File: config.mk
export PLATFORM = sky130hd
export DESIGN_NAME = chacha_out
export DESIGN_NICKNAME = d
export VERILOG_FILES = /design/src/rtl/chacha_pkg.sv /design/src/rtl/chacha_out.sv
export SDC_FILE = /design/constraint.sdc
export NUM_CORES = 2
export LEC_CHECK = 0
export BUFFER_PORTS_ARGS = -buffer_cell sky130_fd_sc_hd__buf_4
export CAP_MARGIN = 25
export CORE_AREA = 5 5 737 739
export DETAILED_ROUTE_END_ITERATION = 8
export DIE_AREA = 0 0 742 744
export GPL_TIMING_DRIVEN = 0
export PLACE_DENSITY_LB_ADDON = 0.05
export SETUP_SLACK_MARGIN = 0.05
export SYNTH_ARGS = -nofsm -noshare
export SYNTH_HDL_FRONTEND = slang
export SYNTH_SLANG_ARGS = --single-unit
File: constraint.sdc
create_clock -name clk -period 3.6 [get_ports clk]
set_input_delay 0.54 -clock clk [delete_from_list [all_inputs] [get_ports clk]]
set_output_delay 0.54 -clock clk [all_outputs]
set_load 0.01 [all_outputs]
File: src/rtl/chacha_pkg.sv
`timescale 1ns / 1ps
// ----------------------------------------------------------------------------
// chacha_pkg
// Shared constants, types and helpers for the ChaCha20 block pipeline.
// ----------------------------------------------------------------------------
package chacha_pkg;

  localparam int DOUBLE_ROUNDS = 10;
  localparam int STEPS_PER_DR  = 8;
  localparam int NUM_CELLS     = DOUBLE_ROUNDS * STEPS_PER_DR;

  localparam logic [3:0][31:0] SIGMA = {
    32'h6b206574, 32'h79622d36, 32'h3320646e, 32'h61707865
  };

  // rotate amounts of the four quarter-round steps
  localparam logic [3:0][4:0] ROT = {5'd7, 5'd8, 5'd12, 5'd16};

  localparam int CFG_ADDR_W = 6;

  typedef enum logic [2:0] {
    REG_KEY01   = 3'd0,
    REG_KEY23   = 3'd1,
    REG_KEY45   = 3'd2,
    REG_KEY67   = 3'd3,
    REG_NONCE01 = 3'd4,
    REG_NONCE2  = 3'd5
  } reg_idx_t;

  typedef struct packed {
    logic [7:0][31:0] key;
    logic [2:0][31:0] nonce;
  } cfg_t;

  typedef struct packed {
    logic [15:0][31:0] w;
    logic [31:0]       ctr;
    logic [7:0][63:0]  msg;
  } stage_t;

  function automatic logic [15:0][31:0] init_state(cfg_t cfg, logic [31:0] ctr);
    logic [15:0][31:0] s;
    s[3:0]   = SIGMA;
    s[11:4]  = cfg.key;
    s[12]    = ctr;
    s[15:13] = cfg.nonce;
    return s;
  endfunction

  function automatic logic [31:0] rotl(logic [31:0] v, logic [4:0] n);
    logic [63:0] t;
    t = {v, v} << n;
    return t[63:32];
  endfunction

endpackage

File: src/rtl/chacha_out.sv
`timescale 1ns / 1ps
// ----------------------------------------------------------------------------
// chacha_out
// Feed-forward add of the initial state, XOR with the message, output register.
// ----------------------------------------------------------------------------
module chacha_out (
  input  logic                clk,
  input  logic                rst,
  input  logic                en,
  input  chacha_pkg::cfg_t    cfg,
  input  logic                in_valid,
  input  chacha_pkg::stage_t  in_data,
  output logic                out_valid,
  output logic [511:0]        out_data
);

  logic [15:0][31:0] init;
  logic [15:0][31:0] ks;

  always_comb begin
    init = chacha_pkg::init_state(cfg, in_data.ctr);
    for (int i = 0; i < 16; i++) begin
      ks[i] = in_data.w[i] + init[i];
    end
  end

  always_ff @(posedge clk) begin
    if (rst) begin
      out_valid <= 1'b0;
    end else if (en) begin
      out_valid <= in_valid;
    end
  end

  always_ff @(posedge clk) begin
    if (en) begin
      out_data <= in_data.msg ^ ks;
    end
  end

endmodule

==> run metrics <==
run status=finished clean; dpl cell area=~65000 µm²; Gate power share=0.377; Synth area leaders=edfxtp_1, xnor2_1, ha_1; register area=roughly 15000 µm²; area share of the largest cell type after synthesis=0.3749; CP startpoint kind=input port; Max clock buf depth=4; critical path type=input port to flip-flop; PwrDens=around 400 nW/µm²; Period minus WS final=approximately 3400 ps; Worst VDD drop=347.0 µV; Cells after DPL=between 10000 and 15000; largest net degree at the start of global routing=83; first-pass GRT wire length=approximately 460000 µm; relative slew slack=0.3278; Setup crit end kind=flip-flop; DRC Markers=0; Post-synth EDFFs=512; Fillers=61230; max-cap viol count=0; CP Max Fanout=4; fmax=0.2950 GHz; Yosys cell types=74; Final GP Congestion=about 0.78; Final Cycle Share=0.9417; Final Max Tran Viols=0; Worst-Skew Late Latency=820 ps; total CTS buffers=100; Pre-Repair DR Iteration Count=5; clk sink count=513; Sw Ratio=0.3680; Hold Crit Class=input port to flip-flop; total routed wirelength=365600 µm; #FFs+latches synth=~510; global route overflow=0; synth warn=0; unrepaired setup endpoints after global routing=true; Synthesized Nets=5815; final instance area=~72000 µm²; Clock power frac=0.335; height of the die=744 µm; DRT met1 WL=about 130000 µm; H-tree Lvls=3; layout cells sized above 1=0.3274; Fin Hold WS=121.0 ps; port buffer count=1924; Post-Synthesis Cell Area=41010 µm²; Post-DP HPWL=between 300000 and 400000 µm; register area share after synthesis=0.3754; multi-input combinational cell area=25150 µm²; num ports=1925; # setup viols final=0; worst-margin pin slew=1005 ps; Int Power=18.75 mW; Cells after Synth=4015; Leakage=28.53 nW; Crit path required time=4150 ps; clock slew at reported path FFs=around 60 ps; Top Metal Used=met5; Final Hold Vio Count=0; TritonCTS clock tree=yes; row cnt=269; Total Power=between 20 and 30 mW; vias=42440; non-filler cells, final=13770; die area=552000 µm²; initial cell density of the core=0.07659; Psw=10.92 mW; Routed WL per cell=26.54 µm; Syn Area/Cell=between 10 and 15 µm²; CTS root buf=clkbuf_16; initial DRC count=approximately 2000; Clock Skews=0 ps; share of power burned in registers=0.288; total track usage=0.1261; ANT nets after route=0; top_reg_cell synth=edfxtp_1; Vias/cell=roughly 3; Die X=between 700 and 800 µm; met2 WL post-DR=185600 µm; metal3 WL=35450 µm; Data arrival, critical path=3940 ps; Synth async-reset ratio=0; area leader, netlist=edfxtp_1; initial antenna violation count=between 200 and 300; vias in the first global route=around 45000; Area Growth Syn to Fin=75.64%; area of the core=535500 µm²; Final nets=8247
==> worst max-delay path: stages <==
cell and delay (ps):
buf_4 130, ha_1 280, a211oi_1 340, o21ai_0 290, o31ai_1 460, buf_4 230
o221ai_1 370, a41o_1 450, nor2b_1 190, a2111oi_2 490, xnor2_1 140
==> logic make-up (layout without fill, tap and decap cells) <==
family,Yosys count,in the layout,synth area share
flip-flops,513,513,0.3754
AND/OR/NAND/NOR,766,766,0.08942
other,0,73,0
buffers and inverters,151,2655,0.01382
multiplexers,2,2,0.0004882
adder cells (fa/ha/maj),388,388,0.1206
XOR/XNOR,996,996,0.2127
AO/OA/AOI/OAI,1199,1199,0.1876
==> per-layer routing <==
| metal | vias up | GRT usage |
|---|---|---|
| li1 | 19890 | - |
| met1 | 20030 | 0.1253 |
| met2 | 1687 | 0.2288 |
| met3 | 611 | 0.05536 |
| met4 | 230 | 0.05113 |
| met5 | - | 0 |
==> cell usage after synthesis, types with 58 or more instances <==
master,n
xnor2_1,712
edfxtp_1,512
ha_1,376
a21oi_1,372
xor2_1,284
nand2_1,238
o21ai_0,221
a21o_1,205
nor2_1,173
clkbuf_1,83
nand3_1,73
inv_1,66
nand4_1,58
==> what timing repair did <==
action                                  4_1_cts  5_1_grt
setup buffers                                 0        3
resized for setup                            12       10
cloned                                        0        0
endpoints found under the setup margin       15       14
hold buffers                                387        0
pin swaps                                     0        2
endpoints found under the hold margin       316        0
==> worst paths after layout <==
path	start	end	slack, ps	cells past startpoint
max	in_data[512]	out_data[413]	210	11
min	in_data[130]	out_data[130]	120	3
max reg2reg	out_valid	out_valid	2450	3
min reg2reg	out_valid	out_valid	1050	3
==> registers in the layout (all words and copies together), names as in the netlist <==
name       count
out_data     512
out_valid      1
==> final cells by class <==
cell class / count / area share
Multi-Input combinational cell: 3351 / 0.3492
Clock buffer: 121 / 0.03584
Timing Repair Buffer: 2330 / 0.2586
Buffer: 85 / 0.004429
Clock inverter: 53 / 0.007487
Antenna cell: 73 / 0.002536
Tap cell: 7181 / 0.1247
Sequential cell: 513 / 0.2137
Inverter: 66 / 0.003439
==> through the flow <==
step	utilization	setup slack (ps)	TNS, ps
4_1_cts	0.1341	52.64	0
5_1_grt	0.1343	49.81	0
3_3_place_gp	0.1203	-5314	-2591140
2_1_floorplan	-	337.8	0
6_report	0.1345	209.9	0
3_5_place_dp	0.1209	-1427	-46310
==> power groups by stage <==
stage                     Clock, mW  Combinational, mW  Sequential (mW)
after floorplan                   0               4.14             8.98
after detailed placement          0               11.2             8.74
after CTS                      10.7               11.8             8.64
after global placement            0               11.2             8.83
final                          9.94               11.2             8.56
after global routing           10.8               12.2             8.67
==> layout by cell type, fill, tap and decap left out, drive strengths merged, types with 31 or more instances in the layout <==
cell / n
a211oi: 47
a21o: 205
a21oi: 372
a31oi: 54
and3: 40
buf: 1944
clkbuf: 204
clkinv: 41
diode: 73
dlygate4sd3: 387
edfxtp: 512
ha: 376
inv: 67
nand2: 238
nand2b: 31
nand3: 73
nand4: 58
nor2: 173
nor2b: 34
nor3: 46
o211ai: 32
o21a: 43
o21ai: 229
o21bai: 52
xnor2: 712
xor2: 284
(Power assumes the default switching activity.)
